$ cat src/rtl/at_pkg.sv
// shared types and constants for the argument tokenizer
package at_pkg;

  localparam int AT_MAX_CAPACITY = 4096;
  localparam int AT_QUEUE_DEPTH  = 4;
  localparam int AT_LIMIT_W      = 13;
  localparam int AT_CFG_IDX_W    = 1;
  localparam int AT_SLOTS        = 3;

  localparam logic [AT_LIMIT_W-1:0] AT_LIMIT_RESET = 13'd4096;

  // configuration register indexes
  typedef enum logic [AT_CFG_IDX_W-1:0] {
    AT_CFG_STORE_QUOTES = 1'b0,
    AT_CFG_BUFFER_LIMIT = 1'b1
  } at_cfg_idx_e;

  // special line bytes
  localparam logic [7:0] CH_NUL    = 8'h00;
  localparam logic [7:0] CH_TAB    = 8'h09;
  localparam logic [7:0] CH_SPACE  = 8'h20;
  localparam logic [7:0] CH_DQUOTE = 8'h22;
  localparam logic [7:0] CH_SQUOTE = 8'h27;
  localparam logic [7:0] CH_BSLASH = 8'h5c;

  // open quote tracking
  typedef enum logic [2:0] {
    QS_NONE   = 3'b001,
    QS_SINGLE = 3'b010,
    QS_DOUBLE = 3'b100
  } at_quote_e;

  typedef struct packed {
    logic [7:0] out_byte;
    logic       is_separator;
    logic       end_of_line;
    logic [7:0] arg_count;
    logic       overflow;
  } at_result_t;

  // results of one input byte: escaped/backslash, byte or separator, terminator
  typedef struct packed {
    logic       [AT_SLOTS-1:0] valid;
    at_result_t [AT_SLOTS-1:0] res;
  } at_packet_t;

endpackage

$ cat src/rtl/at_if.sv
// channel interfaces: line bytes in, tokenized results out
interface at_in_if;
  logic       valid;
  logic       ready;
  logic [7:0] ch;

  modport source (output valid, output ch, input ready);
  modport sink   (input valid, input ch, output ready);
endinterface

interface at_out_if;
  logic       valid;
  logic       ready;
  logic [7:0] out_byte;
  logic       is_separator;
  logic       end_of_line;
  logic [7:0] arg_count;
  logic       overflow;
  logic       last;

  modport source (output valid, output out_byte, output is_separator, output end_of_line,
                  output arg_count, output overflow, output last, input ready);
  modport sink   (input valid, input out_byte, input is_separator, input end_of_line,
                  input arg_count, input overflow, input last, output ready);
endinterface

$ cat src/rtl/at_front.sv
// front end: config registers, byte classification and tokenizer state
module at_front #(
  parameter int MaxCapacity = at_pkg::AT_MAX_CAPACITY
) (
  input  logic                         clk_i,
  input  logic                         rst_ni,
  at_in_if.sink                        in_i,
  input  logic                         cfg_we_i,
  input  logic [at_pkg::AT_CFG_IDX_W-1:0] cfg_idx_i,
  input  logic [at_pkg::AT_LIMIT_W-1:0]   cfg_wdata_i,
  input  logic                         full_i,
  output logic                         push_o,
  output at_pkg::at_packet_t           pkt_o
);
  import at_pkg::*;

  localparam int CapW = $clog2(MaxCapacity + 1);
  localparam int CmpW = (CapW > AT_LIMIT_W) ? CapW : AT_LIMIT_W;

  logic                  store_quotes_q;
  logic [AT_LIMIT_W-1:0] limit_q;

  at_quote_e   qs_q, qs_d;
  logic        pw_q, pw_d;
  logic        esc_q, esc_d;
  logic [CapW-1:0] used_q, used_d;
  logic [7:0]  args_q, args_d;
  logic        ovf_q, ovf_d;

  logic [CmpW-1:0] lim_ext, max_ext;
  logic [CapW-1:0] cap;
  logic [7:0]  qch, ch, byte_a;
  logic        consumed, req_b, sep_b, eol, accept;
  at_packet_t  pkt;

  assign ch     = in_i.ch;
  assign accept = in_i.valid && !full_i;
  assign in_i.ready = !full_i;

  // effective capacity is the smaller of the register and the build limit
  assign lim_ext = CmpW'(limit_q);
  assign max_ext = CmpW'(MaxCapacity);
  assign cap     = (lim_ext > max_ext) ? max_ext[CapW-1:0] : lim_ext[CapW-1:0];

  always_comb begin
    qs_d     = qs_q;
    pw_d     = pw_q;
    esc_d    = esc_q;
    used_d   = used_q;
    args_d   = args_q;
    ovf_d    = ovf_q;
    pkt      = '0;
    consumed = 1'b0;
    byte_a   = CH_BSLASH;
    req_b    = 1'b0;
    sep_b    = 1'b0;
    eol      = 1'b0;

    unique case (qs_q)
      QS_SINGLE: qch = CH_SQUOTE;
      QS_DOUBLE: qch = CH_DQUOTE;
      default:   qch = CH_NUL;
    endcase

    // held backslash from inside a quote
    if (esc_q) begin
      esc_d = 1'b0;
      if (qs_q != QS_NONE && ch == qch) begin
        byte_a   = ch;
        consumed = 1'b1;
      end
      if (({1'b0, used_d} + 1'b1) < {1'b0, cap}) begin
        used_d       = used_d + 1'b1;
        pkt.valid[0] = 1'b1;
        pkt.res[0]   = '{byte_a, 1'b0, 1'b0, args_d, ovf_d};
      end else begin
        ovf_d = 1'b1;
      end
    end

    if (!consumed) begin
      if (ch == CH_NUL) begin
        qs_d = QS_NONE;
        if (!pw_d) begin
          pw_d   = 1'b1;
          args_d = (args_d != 8'hff) ? args_d + 1'b1 : args_d;
          req_b  = 1'b1;
          sep_b  = 1'b1;
        end
        eol = 1'b1;
      end else if (ch == CH_SPACE || ch == CH_TAB) begin
        if (qs_d == QS_NONE) begin
          if (!pw_d) begin
            pw_d   = 1'b1;
            args_d = (args_d != 8'hff) ? args_d + 1'b1 : args_d;
            req_b  = 1'b1;
            sep_b  = 1'b1;
          end
        end else begin
          pw_d  = 1'b0;
          req_b = 1'b1;
        end
      end else if (ch == CH_SQUOTE || ch == CH_DQUOTE) begin
        pw_d = 1'b0;
        if (qs_d == QS_NONE) begin
          qs_d  = (ch == CH_SQUOTE) ? QS_SINGLE : QS_DOUBLE;
          req_b = store_quotes_q;
        end else if (ch == qch) begin
          qs_d  = QS_NONE;
          req_b = store_quotes_q;
        end else begin
          req_b = 1'b1;
        end
      end else if (ch == CH_BSLASH && qs_d != QS_NONE) begin
        pw_d  = 1'b0;
        esc_d = 1'b1;
      end else begin
        pw_d  = 1'b0;
        req_b = 1'b1;
      end
    end

    if (req_b) begin
      if (({1'b0, used_d} + 1'b1) < {1'b0, cap}) begin
        used_d       = used_d + 1'b1;
        pkt.valid[1] = 1'b1;
        pkt.res[1]   = '{(sep_b ? CH_NUL : ch), sep_b, 1'b0, args_d, ovf_d};
      end else begin
        ovf_d = 1'b1;
      end
    end

    // line end: terminator, then back to the idle line state
    if (eol) begin
      if (cap == '0) begin
        ovf_d = 1'b1;
      end
      pkt.valid[2] = 1'b1;
      pkt.res[2]   = '{CH_NUL, 1'b0, 1'b1, args_d, ovf_d};
      qs_d   = QS_NONE;
      pw_d   = 1'b1;
      esc_d  = 1'b0;
      used_d = '0;
      args_d = '0;
      ovf_d  = 1'b0;
    end
  end

  assign push_o = accept && (pkt.valid != '0);
  assign pkt_o  = pkt;

  always_ff @(posedge clk_i or negedge rst_ni) begin
    if (!rst_ni) begin
      store_quotes_q <= 1'b0;
      limit_q        <= AT_LIMIT_RESET;
    end else if (cfg_we_i) begin
      unique case (at_cfg_idx_e'(cfg_idx_i))
        AT_CFG_STORE_QUOTES: store_quotes_q <= cfg_wdata_i[0];
        AT_CFG_BUFFER_LIMIT: limit_q        <= cfg_wdata_i;
      endcase
    end
  end

  always_ff @(posedge clk_i or negedge rst_ni) begin
    if (!rst_ni) begin
      qs_q   <= QS_NONE;
      pw_q   <= 1'b1;
      esc_q  <= 1'b0;
      used_q <= '0;
      args_q <= '0;
      ovf_q  <= 1'b0;
    end else if (accept) begin
      qs_q   <= qs_d;
      pw_q   <= pw_d;
      esc_q  <= esc_d;
      used_q <= used_d;
      args_q <= args_d;
      ovf_q  <= ovf_d;
    end
  end

endmodule

$ cat src/rtl/at_queue.sv
// small packet queue between front and back
module at_queue #(
  parameter int Depth = at_pkg::AT_QUEUE_DEPTH
) (
  input  logic               clk_i,
  input  logic               rst_ni,
  input  logic               push_i,
  input  at_pkg::at_packet_t pkt_i,
  output logic               full_o,
  input  logic               pop_i,
  output logic               head_valid_o,
  output at_pkg::at_packet_t head_o
);
  import at_pkg::*;

  localparam int PtrW = (Depth > 1) ? $clog2(Depth) : 1;
  localparam int CntW = $clog2(Depth + 1);

  at_packet_t          mem_q [Depth];
  logic [PtrW-1:0]     wr_q, rd_q;
  logic [CntW-1:0]     cnt_q, cnt_d;

  assign full_o       = (cnt_q == CntW'(Depth));
  assign head_valid_o = (cnt_q != '0);
  assign head_o       = mem_q[rd_q];

  always_comb begin
    cnt_d = cnt_q;
    if (push_i && !pop_i) begin
      cnt_d = cnt_q + 1'b1;
    end else if (pop_i && !push_i) begin
      cnt_d = cnt_q - 1'b1;
    end
  end

  always_ff @(posedge clk_i or negedge rst_ni) begin
    if (!rst_ni) begin
      wr_q  <= '0;
      rd_q  <= '0;
      cnt_q <= '0;
    end else begin
      cnt_q <= cnt_d;
      if (push_i) begin
        wr_q <= (wr_q == PtrW'(Depth - 1)) ? '0 : wr_q + 1'b1;
      end
      if (pop_i) begin
        rd_q <= (rd_q == PtrW'(Depth - 1)) ? '0 : rd_q + 1'b1;
      end
    end
  end

  always_ff @(posedge clk_i) begin
    if (push_i) begin
      mem_q[wr_q] <= pkt_i;
    end
  end

endmodule

$ cat src/rtl/at_back.sv
// back end: walks the results of each packet into the output register
module at_back (
  input  logic               clk_i,
  input  logic               rst_ni,
  input  logic               head_valid_i,
  input  at_pkg::at_packet_t head_i,
  output logic               pop_o,
  at_out_if.source           out_o
);
  import at_pkg::*;

  logic [AT_SLOTS-1:0] sent_q, sent_d, rem, pick, rest;
  logic                load, valid_q, last_q;
  at_result_t          sel, res_q;

  assign rem  = head_valid_i ? (head_i.valid & ~sent_q) : '0;
  assign pick = rem & (~rem + 1'b1);
  assign rest = rem & ~pick;
  assign load = (rem != '0) && (!valid_q || out_o.ready);
  assign pop_o = load && (rest == '0);

  always_comb begin
    sel = '0;
    for (int i = 0; i < AT_SLOTS; i++) begin
      if (pick[i]) begin
        sel = sel | head_i.res[i];
      end
    end
  end

  always_comb begin
    sent_d = sent_q;
    if (pop_o) begin
      sent_d = '0;
    end else if (load) begin
      sent_d = sent_q | pick;
    end
  end

  always_ff @(posedge clk_i or negedge rst_ni) begin
    if (!rst_ni) begin
      sent_q  <= '0;
      valid_q <= 1'b0;
    end else begin
      sent_q <= sent_d;
      if (load) begin
        valid_q <= 1'b1;
      end else if (out_o.ready) begin
        valid_q <= 1'b0;
      end
    end
  end

  always_ff @(posedge clk_i) begin
    if (load) begin
      res_q  <= sel;
      last_q <= (rest == '0);
    end
  end

  assign out_o.valid        = valid_q;
  assign out_o.out_byte     = res_q.out_byte;
  assign out_o.is_separator = res_q.is_separator;
  assign out_o.end_of_line  = res_q.end_of_line;
  assign out_o.arg_count    = res_q.arg_count;
  assign out_o.overflow     = res_q.overflow;
  assign out_o.last         = last_q;

endmodule

$ cat src/rtl/argument_tokenizer.sv
// top level of the command-line argument tokenizer
//
//   channel   dir  beat contents
//   in_i      in   ch: one line byte, zero ends the line
//   out_o     out  out_byte, is_separator, end_of_line, arg_count, overflow, last
//   cfg       in   cfg_we_i / cfg_idx_i / cfg_wdata_i: store_quotes, buffer_limit
//
// the front takes one byte per cycle and decides all its results in that cycle
// a byte yields zero to three results; the back emits one result per cycle from
// its output register, so the sustained rate is one byte per cycle while bytes
// give at most one result each, and the output port limits it otherwise
// reset is asynchronous and needs no clearing pass; config is taken any cycle
// a stalled output only stops the front once the four-entry packet queue fills
module argument_tokenizer #(
  parameter int MaxCapacity = at_pkg::AT_MAX_CAPACITY
) (
  input  logic                            clk_i,
  input  logic                            rst_ni,
  at_in_if.sink                           in_i,
  at_out_if.source                        out_o,
  input  logic                            cfg_we_i,
  input  logic [at_pkg::AT_CFG_IDX_W-1:0] cfg_idx_i,
  input  logic [at_pkg::AT_LIMIT_W-1:0]   cfg_wdata_i
);
  import at_pkg::*;

  // front to queue
  logic       push, full;
  at_packet_t push_pkt;

  // queue to back
  logic       pop, head_valid;
  at_packet_t head_pkt;

  // classification, quote and escape tracking, capacity accounting
  at_front #(
    .MaxCapacity (MaxCapacity)
  ) u_front (
    .clk_i       (clk_i),
    .rst_ni      (rst_ni),
    .in_i        (in_i),
    .cfg_we_i    (cfg_we_i),
    .cfg_idx_i   (cfg_idx_i),
    .cfg_wdata_i (cfg_wdata_i),
    .full_i      (full),
    .push_o      (push),
    .pkt_o       (push_pkt)
  );

  // decouples byte intake from result delivery
  at_queue #(
    .Depth (AT_QUEUE_DEPTH)
  ) u_queue (
    .clk_i        (clk_i),
    .rst_ni       (rst_ni),
    .push_i       (push),
    .pkt_i        (push_pkt),
    .full_o       (full),
    .pop_i        (pop),
    .head_valid_o (head_valid),
    .head_o       (head_pkt)
  );

  // serializes each packet, marks the last result of every byte
  at_back u_back (
    .clk_i        (clk_i),
    .rst_ni       (rst_ni),
    .head_valid_i (head_valid),
    .head_i       (head_pkt),
    .pop_o        (pop),
    .out_o        (out_o)
  );

endmodule

$ cat src/flat_wrapper.sv
// flat-port wrapper written by rule: the top's interface ports become plain ports
module argument_tokenizer_flat import at_pkg::*;
#(
  parameter int MaxCapacity = at_pkg::AT_MAX_CAPACITY
)
  (clk_i, rst_ni, cfg_we_i, cfg_idx_i, cfg_wdata_i, in_i_valid, in_i_ch, in_i_ready, out_o_valid, out_o_out_byte, out_o_is_separator, out_o_end_of_line, out_o_arg_count, out_o_overflow, out_o_last, out_o_ready);
  at_in_if in_i_i ();
  at_out_if out_o_i ();
  input  logic clk_i;
  input  logic rst_ni;
  input  logic cfg_we_i;
  input  logic [at_pkg::AT_CFG_IDX_W-1:0] cfg_idx_i;
  input  logic [at_pkg::AT_LIMIT_W-1:0] cfg_wdata_i;
  input wire logic [$bits(in_i_i.valid)-1:0] in_i_valid;
  input wire logic [$bits(in_i_i.ch)-1:0] in_i_ch;
  output wire logic [$bits(in_i_i.ready)-1:0] in_i_ready;
  output wire logic [$bits(out_o_i.valid)-1:0] out_o_valid;
  output wire logic [$bits(out_o_i.out_byte)-1:0] out_o_out_byte;
  output wire logic [$bits(out_o_i.is_separator)-1:0] out_o_is_separator;
  output wire logic [$bits(out_o_i.end_of_line)-1:0] out_o_end_of_line;
  output wire logic [$bits(out_o_i.arg_count)-1:0] out_o_arg_count;
  output wire logic [$bits(out_o_i.overflow)-1:0] out_o_overflow;
  output wire logic [$bits(out_o_i.last)-1:0] out_o_last;
  input wire logic [$bits(out_o_i.ready)-1:0] out_o_ready;
  assign in_i_i.valid = in_i_valid;
  assign in_i_i.ch = in_i_ch;
  assign in_i_ready = in_i_i.ready;
  assign out_o_valid = out_o_i.valid;
  assign out_o_out_byte = out_o_i.out_byte;
  assign out_o_is_separator = out_o_i.is_separator;
  assign out_o_end_of_line = out_o_i.end_of_line;
  assign out_o_arg_count = out_o_i.arg_count;
  assign out_o_overflow = out_o_i.overflow;
  assign out_o_last = out_o_i.last;
  assign out_o_i.ready = out_o_ready;
  argument_tokenizer #(.MaxCapacity(MaxCapacity)) u_core (.clk_i(clk_i), .rst_ni(rst_ni), .in_i(in_i_i), .out_o(out_o_i), .cfg_we_i(cfg_we_i), .cfg_idx_i(cfg_idx_i), .cfg_wdata_i(cfg_wdata_i));
endmodule
$ cat config.mk
export PLATFORM = sky130hd
export DESIGN_NAME = argument_tokenizer_flat
export DESIGN_NICKNAME = d
export VERILOG_FILES = /design/src/rtl/at_pkg.sv /design/src/rtl/at_if.sv /design/src/rtl/at_front.sv /design/src/rtl/at_queue.sv /design/src/rtl/at_back.sv /design/src/rtl/argument_tokenizer.sv /design/src/flat_wrapper.sv
export SDC_FILE = /design/constraint.sdc
export NUM_CORES = 1
export LEC_CHECK = 0
export BUFFER_PORTS_ARGS = -buffer_cell sky130_fd_sc_hd__buf_4
export CORE_ASPECT_RATIO = 1.4
export CORE_MARGIN = 2
export CORE_UTILIZATION = 45
export CTS_CLUSTER_DIAMETER = 50
export DETAILED_ROUTE_END_ITERATION = 16
export SYNTH_ARGS = -nofsm -noshare
export SYNTH_HDL_FRONTEND = slang
export SYNTH_SLANG_ARGS = --single-unit
$ cat constraint.sdc
create_clock -name clk_i -period 15.7 [get_ports clk_i]
set_clock_uncertainty 0.05 [all_clocks]
set_input_delay 1.57 -clock clk_i [delete_from_list [all_inputs] [get_ports clk_i]]
set_output_delay 1.57 -clock clk_i [all_outputs]
set_load 0.02 [all_outputs]
==> results.sh, run 1 <==
export IMPL_cts_sinks=260
export IMPL_die_w_um=145
export IMPL_synth_top_area_cell="edfxtp_1"
export IMPL_wirelength_mm=27.7
export IMPL_routabilityCongestion=0.942
export IMPL_layout_min_cycle_time_ns=9.97
export IMPL_ir_drop_uv=81.0
export IMPL_clk_pin_slew_worst_paths_ns=0.06
export IMPL_cpPeakStageDelay_ns=0.77
export IMPL_synth_cell_type_count=80
export IMPL_syn_area_per_cell_um2=13.6
export IMPL_clock_path_buffers=3
export IMPL_cp_arrival_ns=10.11
export IMPL_tns_ns=0
export IMPL_setup_viol=0
export IMPL_powerDensity_nw_per_um2=172
export IMPL_required_ns=15.84
export IMPL_slew_viol_final=0
export IMPL_start_util=0.456
export IMPL_firstDrtPassIters=8
export IMPL_vias=7616
export IMPL_grt_setup_unrepaired="false"
export IMPL_grt_first_pass_wirelength_mm=44.6
export IMPL_cts_resized=0
export IMPL_path_max_fanout=26
export IMPL_yosysSeqAreaShare=0.601
export IMPL_cts_tree="yes"
export IMPL_status="complete, no violations"
export IMPL_coreArea_um2=27600
export IMPL_first_iter_violations=557
export IMPL_fin_crit_sh=0.635
export IMPL_portBuffers=48
export IMPL_post_cts_buffers=0
export IMPL_syn_area_um2=12600
export IMPL_grt_max_degree=53
export IMPL_io_pins=49
export IMPL_final_layout_size_suffix_gt1_frac=0.209
export IMPL_drc=0
export IMPL_yosysWarnings=0
export IMPL_diodes=0
export IMPL_wl_per_cell_um=20.4
export IMPL_root_buffer="clkbuf_16"
export IMPL_cts_hold_buf=0
export IMPL_die_h_um=202
export IMPL_fillerInstances=2373
export IMPL_row_count=72
export IMPL_tightest_slew_ns=1.13
export IMPL_cts_inserted_buffers=28
export IMPL_dp_hpwl_mm=18.0
export IMPL_synth_edf_count=208
export IMPL_worstSetupPathType="register to register"
export IMPL_overflow=0
export IMPL_ys_seq_elements=260
export IMPL_drv_cap=0
export IMPL_track_usage=0.193
export IMPL_critPathLaunchType="register"
export IMPL_ant_nets=0
export IMPL_syn2layout_area_growth_pct=12.8
export IMPL_hold_viol=0
export IMPL_synth_ff_type="edfxtp_1"
export IMPL_slew_headroom=0.249
export IMPL_synthArstFlopShare=0.200
export IMPL_synth_most_common_cell="edfxtp_1"
export IMPL_die_area_um2=29300
export IMPL_critPathSlowestCell="inv_1"
export IMPL_netlist_top_cells_area="edfxtp_1, dfrtp_1, mux4_2"
export IMPL_cp_end_kind="register"
export IMPL_max_freq_mhz=100
export IMPL_first_global_vias=8098
export IMPL_crit_path_frequent_cell="ha_1"
export IMPL_synth_common_cells="edfxtp_1, nand2_1, nor2_1, dfrtp_1, mux4_2"
export IMPL_vias_per_cell=5.61
export IMPL_worstHoldPathType="register to register"
export IMPL_antenna_found_initial=0
export IMPL_htreeDepth=1
export IMPL_synth_top_area_frac=0.497
export IMPL_p_leak_nw=5.20
export IMPL_finalNetCount=1027
export IMPL_synthCells=924
export IMPL_finalCoreUtilization=0.515
export IMPL_clk_latency_ns=0.55
layout make-up:
type                    count  area [um2]  area share
repair buffers             61         458      0.0323
well taps                 370         463      0.0326
inverters                  16        60.1     0.00423
clock buffers              38         758      0.0534
clock inverters            13         135     0.00952
multi-input cells         599        4760       0.335
flip-flops and latches    260        7560       0.533
per-stage QoR:
stage          power, mW  hold slack [ns]  cells  setup WS, ns  area (um2)
2_1_floorplan       1.58            0.405    927          7.68       12600
3_3_place_gp        1.83            0.422   1306          6.03       13300
3_5_place_dp        1.84            0.431   1306          5.80       13300
4_1_cts             2.48            0.451   1357          5.75       14200
5_1_grt             2.59            0.470   1357          5.05       14200
6_report            2.45            0.454   1357          5.73       14200
routing by layer:
layer  track usage  routed length, um  part of all wire
met2         0.347              14600              0.53
met5             0                  0                 0
met3        0.0264               1190             0.043
met1         0.236              11100              0.40
met4        0.0749                806             0.029
flip-flops by register name, summed over array words and instances (netlist names), 2 cells and up:
register                       cells
u_core.u_back.out_o.out_byte       8
u_core.u_front.qs_q                3
u_core.u_front.lim_ext            13
u_core.u_queue.wr_q                2
u_core.u_back.out_o.arg_count      8
u_core.u_front.used_q             13
u_core.u_queue.rd_q                2
u_core.u_front.args_q              8
u_core.u_queue.mem_q             188
u_core.u_back.sent_q               3
u_core.u_queue.cnt_q               3
critical path, delay by kind of cell, from the launching register on:
kind | cells | cell delay, ns
DFF | 1 | 0.58
xor gates and xnor gates | 2 | 0.38
adders and majority gates | 4 | 1.18
buffers and inverters | 2 | 1.24
and+or+nand+nor | 11 | 3.61
AOI/OAI and AO/OA | 8 | 2.53
report_power, final:
part | internal, mW | leakage (nW) | switching (mW)
clock | 0.360 | 0.432 | 0.266
combinational | 0.334 | 2.17 | 0.490
sequential | 0.925 | 2.59 | 0.0694
total | 1.62 | 5.20 | 0.826
logic make-up after synthesis:
kind of cell    count (synthesis)  synth area share
compound gates                128            0.0761
xor+xnor                       45            0.0319
fa+ha+maj                      35            0.0352
buf+inv                        68            0.0236
flops                         260             0.601
mux                            73             0.105
other cells                     1          0.000298
simple gates                  314             0.127
worst paths after layout:
kind,startpoint,to,slack [ns],cells past startpoint
max,u_core.u_front.used_q[0],u_core.u_queue.mem_q[3][2],5.73,27
min,u_core.u_back.sent_q[2],u_core.u_back.sent_q[2],0.45,1
max reg2reg,u_core.u_front.used_q[0],u_core.u_queue.mem_q[3][2],5.73,27
min reg2reg,u_core.u_back.sent_q[2],u_core.u_back.sent_q[2],0.45,1
max in group asynchronous,rst_ni,u_core.u_queue.rd_q[0],14.01,1
min in group asynchronous,rst_ni,u_core.u_front.lim_ext[2],1.05,1
placed cells by master (no fill, tap or decap), drive strengths merged, types with 5 or more instances in the layout:
master,netlist,routed
nand2,85,85
inv,16,19
a21o,10,10
dfrtp,49,49
mux4,44,44
clkbuf,32,38
ha,33,33
a21oi,20,20
nand3,30,30
xor2,18,18
a221oi,10,10
nand4,19,19
o21ai,27,27
a211oi,8,8
mux2,24,24
nor2,75,75
and2,25,25
clkinv,0,8
xnor2,27,27
a31oi,10,10
nor2b,9,9
and3,15,15
nor3b,9,9
a211o,6,6
nor4,8,8
buf,20,61
nor3,14,14
mux2i,5,5
and4,5,5
o31ai,9,9
edfxtp,208,208
Power figures use the tool's default switching activity.
==> inputs of run 2 (changes only) <==
- clock period: 15.7 -> 8 ns (I/O delays scaled with it)
==> run 2 against run 1 <==
Sequential power up 96%. Fmax up 32%. Design area up 0.90%. Setup slack worse by 5.3 ns. Non-clock buffer count up 14. Total power up 97%. Largest power group unchanged. Utilization up 0.46 points. Wire length up 2.2%. Die area unchanged. Worst hold slack worse by 0.17 ns.
==> results.sh, run 2 (synthesis results as in run 1) <==
export IMPL_status="complete, no violations"
export IMPL_p_sw_frac=0.340
export IMPL_max_freq_mhz=133
export IMPL_io_pins=49
export IMPL_cp_arrival_ns=7.93
export IMPL_m1WireLength_mm=11.4
export IMPL_die_area_um2=29300
export IMPL_cpPeakStageDelay_ns=0.55
export IMPL_tightest_slew_ns=1.11
export IMPL_vias=7699
export IMPL_cts_tree="yes"
export IMPL_clock_path_buffers=3
export IMPL_layout_commonest_cell="edfxtp_1"
export IMPL_p_comb_frac=0.345
export IMPL_first_iter_violations=489
export IMPL_fillerInstances=2413
export IMPL_syn2layout_area_growth_pct=13.9
export IMPL_final_cell_mix="edfxtp_1, nand2_1, nor2_1"
export IMPL_slew_headroom=0.254
export IMPL_antenna_found_initial=0
export IMPL_finalCoreUtilization=0.519
export IMPL_wl_met3_mm=1.29
export IMPL_diodes=0
export IMPL_dp_hpwl_mm=18.7
export IMPL_fin_crit_sh=0.941
export IMPL_critPathSlowestCell="or3b_2"
export IMPL_p_leak_nw=5.26
export IMPL_wirelength_mm=28.3
export IMPL_ir_drop_uv=188
export IMPL_cp_end_kind="register"
export IMPL_htreeDepth=1
export IMPL_routabilityCongestion=0.910
export IMPL_p_sw_mw=1.64
export IMPL_drv_cap=0
export IMPL_regToRegSetupSlack_ns=0.48
export IMPL_largest_register_ffs=188
export IMPL_clk_latency_ns=0.54
export IMPL_path_max_fanout=22
export IMPL_r2r_end="u_core.u_queue.cnt_q[2]"
export IMPL_worstHoldPathType="input pin to async pin"
export IMPL_seqPwrFrac=0.407
export IMPL_grt_max_degree=54
export IMPL_layout_min_cycle_time_ns=7.52
export IMPL_tns_ns=0
export IMPL_final_layout_size_suffix_gt1_frac=0.217
export IMPL_vias_per_cell=5.62
export IMPL_coreArea_um2=27600
export IMPL_highest_layer="met4"
export IMPL_cts_inserted_buffers=28
export IMPL_setup_viol=0
export IMPL_portBuffers=48
export IMPL_die_h_um=202
export IMPL_wl_per_cell_um=20.7
export IMPL_grt_first_pass_wirelength_mm=45.1
export IMPL_regMostFlops="u_core.u_queue.mem_q"
export IMPL_first_global_vias=8041
export IMPL_hold_viol=0
export IMPL_ant_nets=0
export IMPL_grt_setup_unrepaired="false"
export IMPL_reg2reg_depth=30
export IMPL_finalNetCount=1041
export IMPL_firstDrtPassIters=5
export IMPL_p_int_mw=3.17
export IMPL_powerDensity_nw_per_um2=336
export IMPL_hold_ws_ns=0.283
export IMPL_regArea_um2=7560
export IMPL_multi_input_area_um2=4760
export IMPL_row_count=72
export IMPL_required_ns=8.41
export IMPL_worstSetupPathType="register to register"
export IMPL_track_usage=0.197
export IMPL_slew_viol_final=0
export IMPL_clk_pin_slew_worst_paths_ns=0.06
export IMPL_cts_hold_buf=0
export IMPL_clockPowerShare=0.248
export IMPL_routed_wl_met2_mm=14.6
export IMPL_drc=0
export IMPL_die_w_um=145
export IMPL_cts_sinks=260
export IMPL_root_buffer="clkbuf_16"
export IMPL_critPathLaunchType="register"
export IMPL_start_util=0.456
export IMPL_overflow=0
export IMPL_reg2reg_from="u_core.u_front.used_q[0]"
-- run 2: how the worst max path moves through the flow --
stage / to / from / cells past startpoint
finish: u_core.u_queue.cnt_q[2] / u_core.u_front.used_q[0] / 30
global route: u_core.u_queue.cnt_q[2] / u_core.u_front.used_q[0] / 30
CTS: u_core.u_queue.cnt_q[2] / u_core.u_front.used_q[6] / 32
detailed placement: u_core.u_queue.cnt_q[2] / u_core.u_front.used_q[6] / 32
global placement: u_core.u_queue.cnt_q[2] / u_core.u_front.used_q[6] / 27
floorplan: u_core.u_queue.cnt_q[2] / u_core.u_front.used_q[1] / 36
-- run 2: cell type report --
class | instances | area share
Multi-Input combinational cell | 599 | 0.332
Tap cell | 370 | 0.0323
Inverter | 16 | 0.00420
Sequential cell | 260 | 0.528
Timing Repair Buffer | 75 | 0.0437
Clock inverter | 16 | 0.00717
Clock buffer | 35 | 0.0523
-- run 2: metrics by stage --
| step | worst slack [ns] | power [mW] | cell area, um2 | std cells |
|---|---|---|---|---|
| floorplan | 0.470 | 3.09 | 12600 | 927 |
| global placement | 0.601 | 3.65 | 13500 | 1319 |
| detailed placement | 0.465 | 3.67 | 13500 | 1319 |
| CTS | 0.429 | 4.88 | 14300 | 1370 |
| global route | 0.0121 | 5.09 | 14300 | 1371 |
| finish | 0.475 | 4.81 | 14300 | 1371 |
-- run 2: worst max-delay path, delay by kind of cell (launching register included) --
family          cells  cell delay (ns)
simple gates       10             2.51
compound gates      8             1.74
flops               1             0.48
xor+xnor            4             0.76
fa+ha+maj           5             1.43
buf+inv             3             0.48
-- run 2: routing by layer --
metal	global-route usage	vias up
met5	0	-
met4	0.0823	0
met3	0.0302	55
met2	0.350	195
met1	0.238	3807
li1	-	3642
-- run 2: repair_timing --
action                     in CTS  in global routing
buffers inserted                0                  1
gates resized for setup         0                  2
setup endpoints to repair       0                  2
-- run 2: power by group through the flow --
stage                     Sequential (mW)  Clock [mW]  Combinational [mW]
after floorplan                      1.98           0                1.11
after detailed placement             1.99           0                1.68
after global routing                 1.99        1.28                1.82
final                                1.95        1.19                1.66
after global placement               1.98           0                1.68
after CTS                            1.96        1.23                1.69
==> inputs of run 3 (changes only) <==
- RECOVER_POWER: not set -> 100
==> run 3 against run 2 <==
The flow now finishes with violations (max-capacitance violations, max-slew violations). Combinational power shrank 4%. Cell count is the same. Setup slack lost 0.046 ns. Wire length grew 0.14%. Die area is the same. Sequential power is essentially flat. Global-route usage is the same. Largest cell class unchanged. Largest power group unchanged. Highest routed layer unchanged.
==> results.sh, run 3 (synthesis results as in run 1) <==
export IMPL_status="finished, violations left"
export IMPL_violations="max-capacitance violations, max-slew violations"
export IMPL_crit_path_frequent_cell="ha_1"
export IMPL_ir_drop_uv=188
export IMPL_tns_ns=0
export IMPL_grt_setup_unrepaired="false"
export IMPL_crit_buf_inv=3
export IMPL_portBuffers=48
export IMPL_p_sw_mw=1.63
export IMPL_reg2reg_depth=26
export IMPL_overflow=0
export IMPL_start_util=0.456
export IMPL_cts_tree="yes"
export IMPL_firstDrtPassIters=5
export IMPL_htreeDepth=1
export IMPL_wirelength_mm=28.4
export IMPL_multi_input_area_um2=4730
export IMPL_cts_sinks=260
export IMPL_largest_register_ffs=188
export IMPL_clockPowerShare=0.251
export IMPL_vias_per_cell=5.67
export IMPL_layout_min_cycle_time_ns=7.57
export IMPL_path_max_fanout=22
export IMPL_coreArea_um2=27600
export IMPL_p_int_mw=3.12
export IMPL_min_to="u_core.u_front.lim_ext[7]"
export IMPL_max_freq_mhz=132
export IMPL_critPathSlowestCell="or3b_2"
export IMPL_routabilityCongestion=0.910
export IMPL_regMostFlops="u_core.u_queue.mem_q"
export IMPL_instances_no_fill=1371
export IMPL_final_area_um2=14100
export IMPL_regArea_um2=7560
export IMPL_root_buffer="clkbuf_16"
export IMPL_row_count=72
export IMPL_final_layout_size_suffix_gt1_frac=0.181
export IMPL_dp_hpwl_mm=18.7
export IMPL_p_total_mw=4.75
export IMPL_drv_cap=2
export IMPL_p_comb_frac=0.338
export IMPL_post_dp_cell_area_um2=13500
export IMPL_p_sw_frac=0.343
export IMPL_hold_viol=0
export IMPL_clock_path_buffers=3
export IMPL_setup_viol=0
export IMPL_wl_per_cell_um=20.7
export IMPL_drc=0
export IMPL_finalNetCount=1041
export IMPL_die_h_um=202
export IMPL_slew_viol_final=107
export IMPL_cp_arrival_ns=7.72
export IMPL_worstHoldPathType="input pin to register"
export IMPL_holdCritStartpoint="cfg_wdata_i[7]"
export IMPL_final_cell_mix="edfxtp_1, nand2_1, nor2_1"
export IMPL_dp_cells=1319
export IMPL_whs_path_depth=2
export IMPL_regToRegSetupSlack_ns=0.43
export IMPL_fin_crit_sh=0.946
export IMPL_grt_max_degree=54
export IMPL_clk_latency_ns=0.54
export IMPL_track_usage=0.197
export IMPL_ant_nets=0
export IMPL_syn2layout_area_growth_pct=12.4
export IMPL_die_w_um=145
export IMPL_powerDensity_nw_per_um2=336
export IMPL_tightest_slew_ns=3.17
export IMPL_required_ns=8.15
export IMPL_diodes=0
export IMPL_place_ws_ns=0.465
export IMPL_cp_top_family="simple AND/OR/NAND/NOR gates"
export IMPL_die_area_um2=29300
export IMPL_seqPwrFrac=0.412
export IMPL_first_iter_violations=498
export IMPL_antenna_found_initial=0
export IMPL_r2r_end="u_core.u_queue.mem_q[2][49]"
export IMPL_setup_ws_ns=0.429
export IMPL_cts_inserted_buffers=28
export IMPL_slew_headroom=-1.11
export IMPL_fillerInstances=2461
export IMPL_grt_first_pass_wirelength_mm=45.1
export IMPL_cp_end_kind="register"
export IMPL_layout_commonest_cell="edfxtp_1"
export IMPL_reg2reg_from="u_core.u_front.used_q[0]"
export IMPL_critPathLaunchType="register"
export IMPL_cpPeakStageDelay_ns=0.55
export IMPL_vias=7768
export IMPL_p_leak_nw=5.11
export IMPL_first_global_vias=8041
export IMPL_io_pins=49
export IMPL_clk_pin_slew_worst_paths_ns=0.06
export IMPL_worstSetupPathType="register to register"
==> run 3: cell types whose count changed in the layout (fill, tap and decap cells not counted), sizes merged <==
cell    previous run  this run
clkbuf            35        68
buf               75        42
==> run 3: through the flow <==
step           utilization  hold WS, ns
2_1_floorplan            -        0.405
3_3_place_gp         0.488        0.434
3_5_place_dp         0.488        0.433
4_1_cts              0.519        0.296
5_1_grt              0.512        0.424
6_report             0.512        0.441
==> run 3: repair_timing <==
item | in CTS | in global routing
gates resized for setup | 0 | 2
setup buffers | 0 | 1
hold buffers | 0 | 0
endpoints found under the setup margin | 0 | 2
==> run 3: how the worst max path moves through the flow <==
stage	from	endpoint	depth (start not counted)
after CTS	u_core.u_front.used_q[6]	u_core.u_queue.cnt_q[2]	32
after floorplan	u_core.u_front.used_q[1]	u_core.u_queue.cnt_q[2]	36
after global placement	u_core.u_front.used_q[6]	u_core.u_queue.cnt_q[2]	27
after global routing	u_core.u_front.used_q[0]	u_core.u_queue.mem_q[2][33]	26
after detailed placement	u_core.u_front.used_q[6]	u_core.u_queue.cnt_q[2]	32
final	u_core.u_front.used_q[0]	u_core.u_queue.mem_q[2][49]	26
==> run 3: area by class of cell <==
type,count,share of cell area
multi-input combinational,599,0.335
sequential,260,0.535
clock inverter,16,0.00726
tap,370,0.0328
clock buffer,35,0.0530
inverter,16,0.00425
timing repair buffer,75,0.0333
==> run 3: per-layer routing <==
metal  share of wire  global-route usage
met1            0.41               0.238
met2            0.51               0.350
met3           0.040              0.0302
met4           0.039              0.0823
met5               0                   0
==> run 3: power by group through the flow <==
stage	clock (mW)	sequential, mW	combinational (mW)
after floorplan	0	1.98	1.11
after global placement	0	1.98	1.68
after detailed placement	0	1.99	1.68
after CTS	1.23	1.96	1.69
after global routing	1.28	1.99	1.77
final	1.19	1.96	1.60
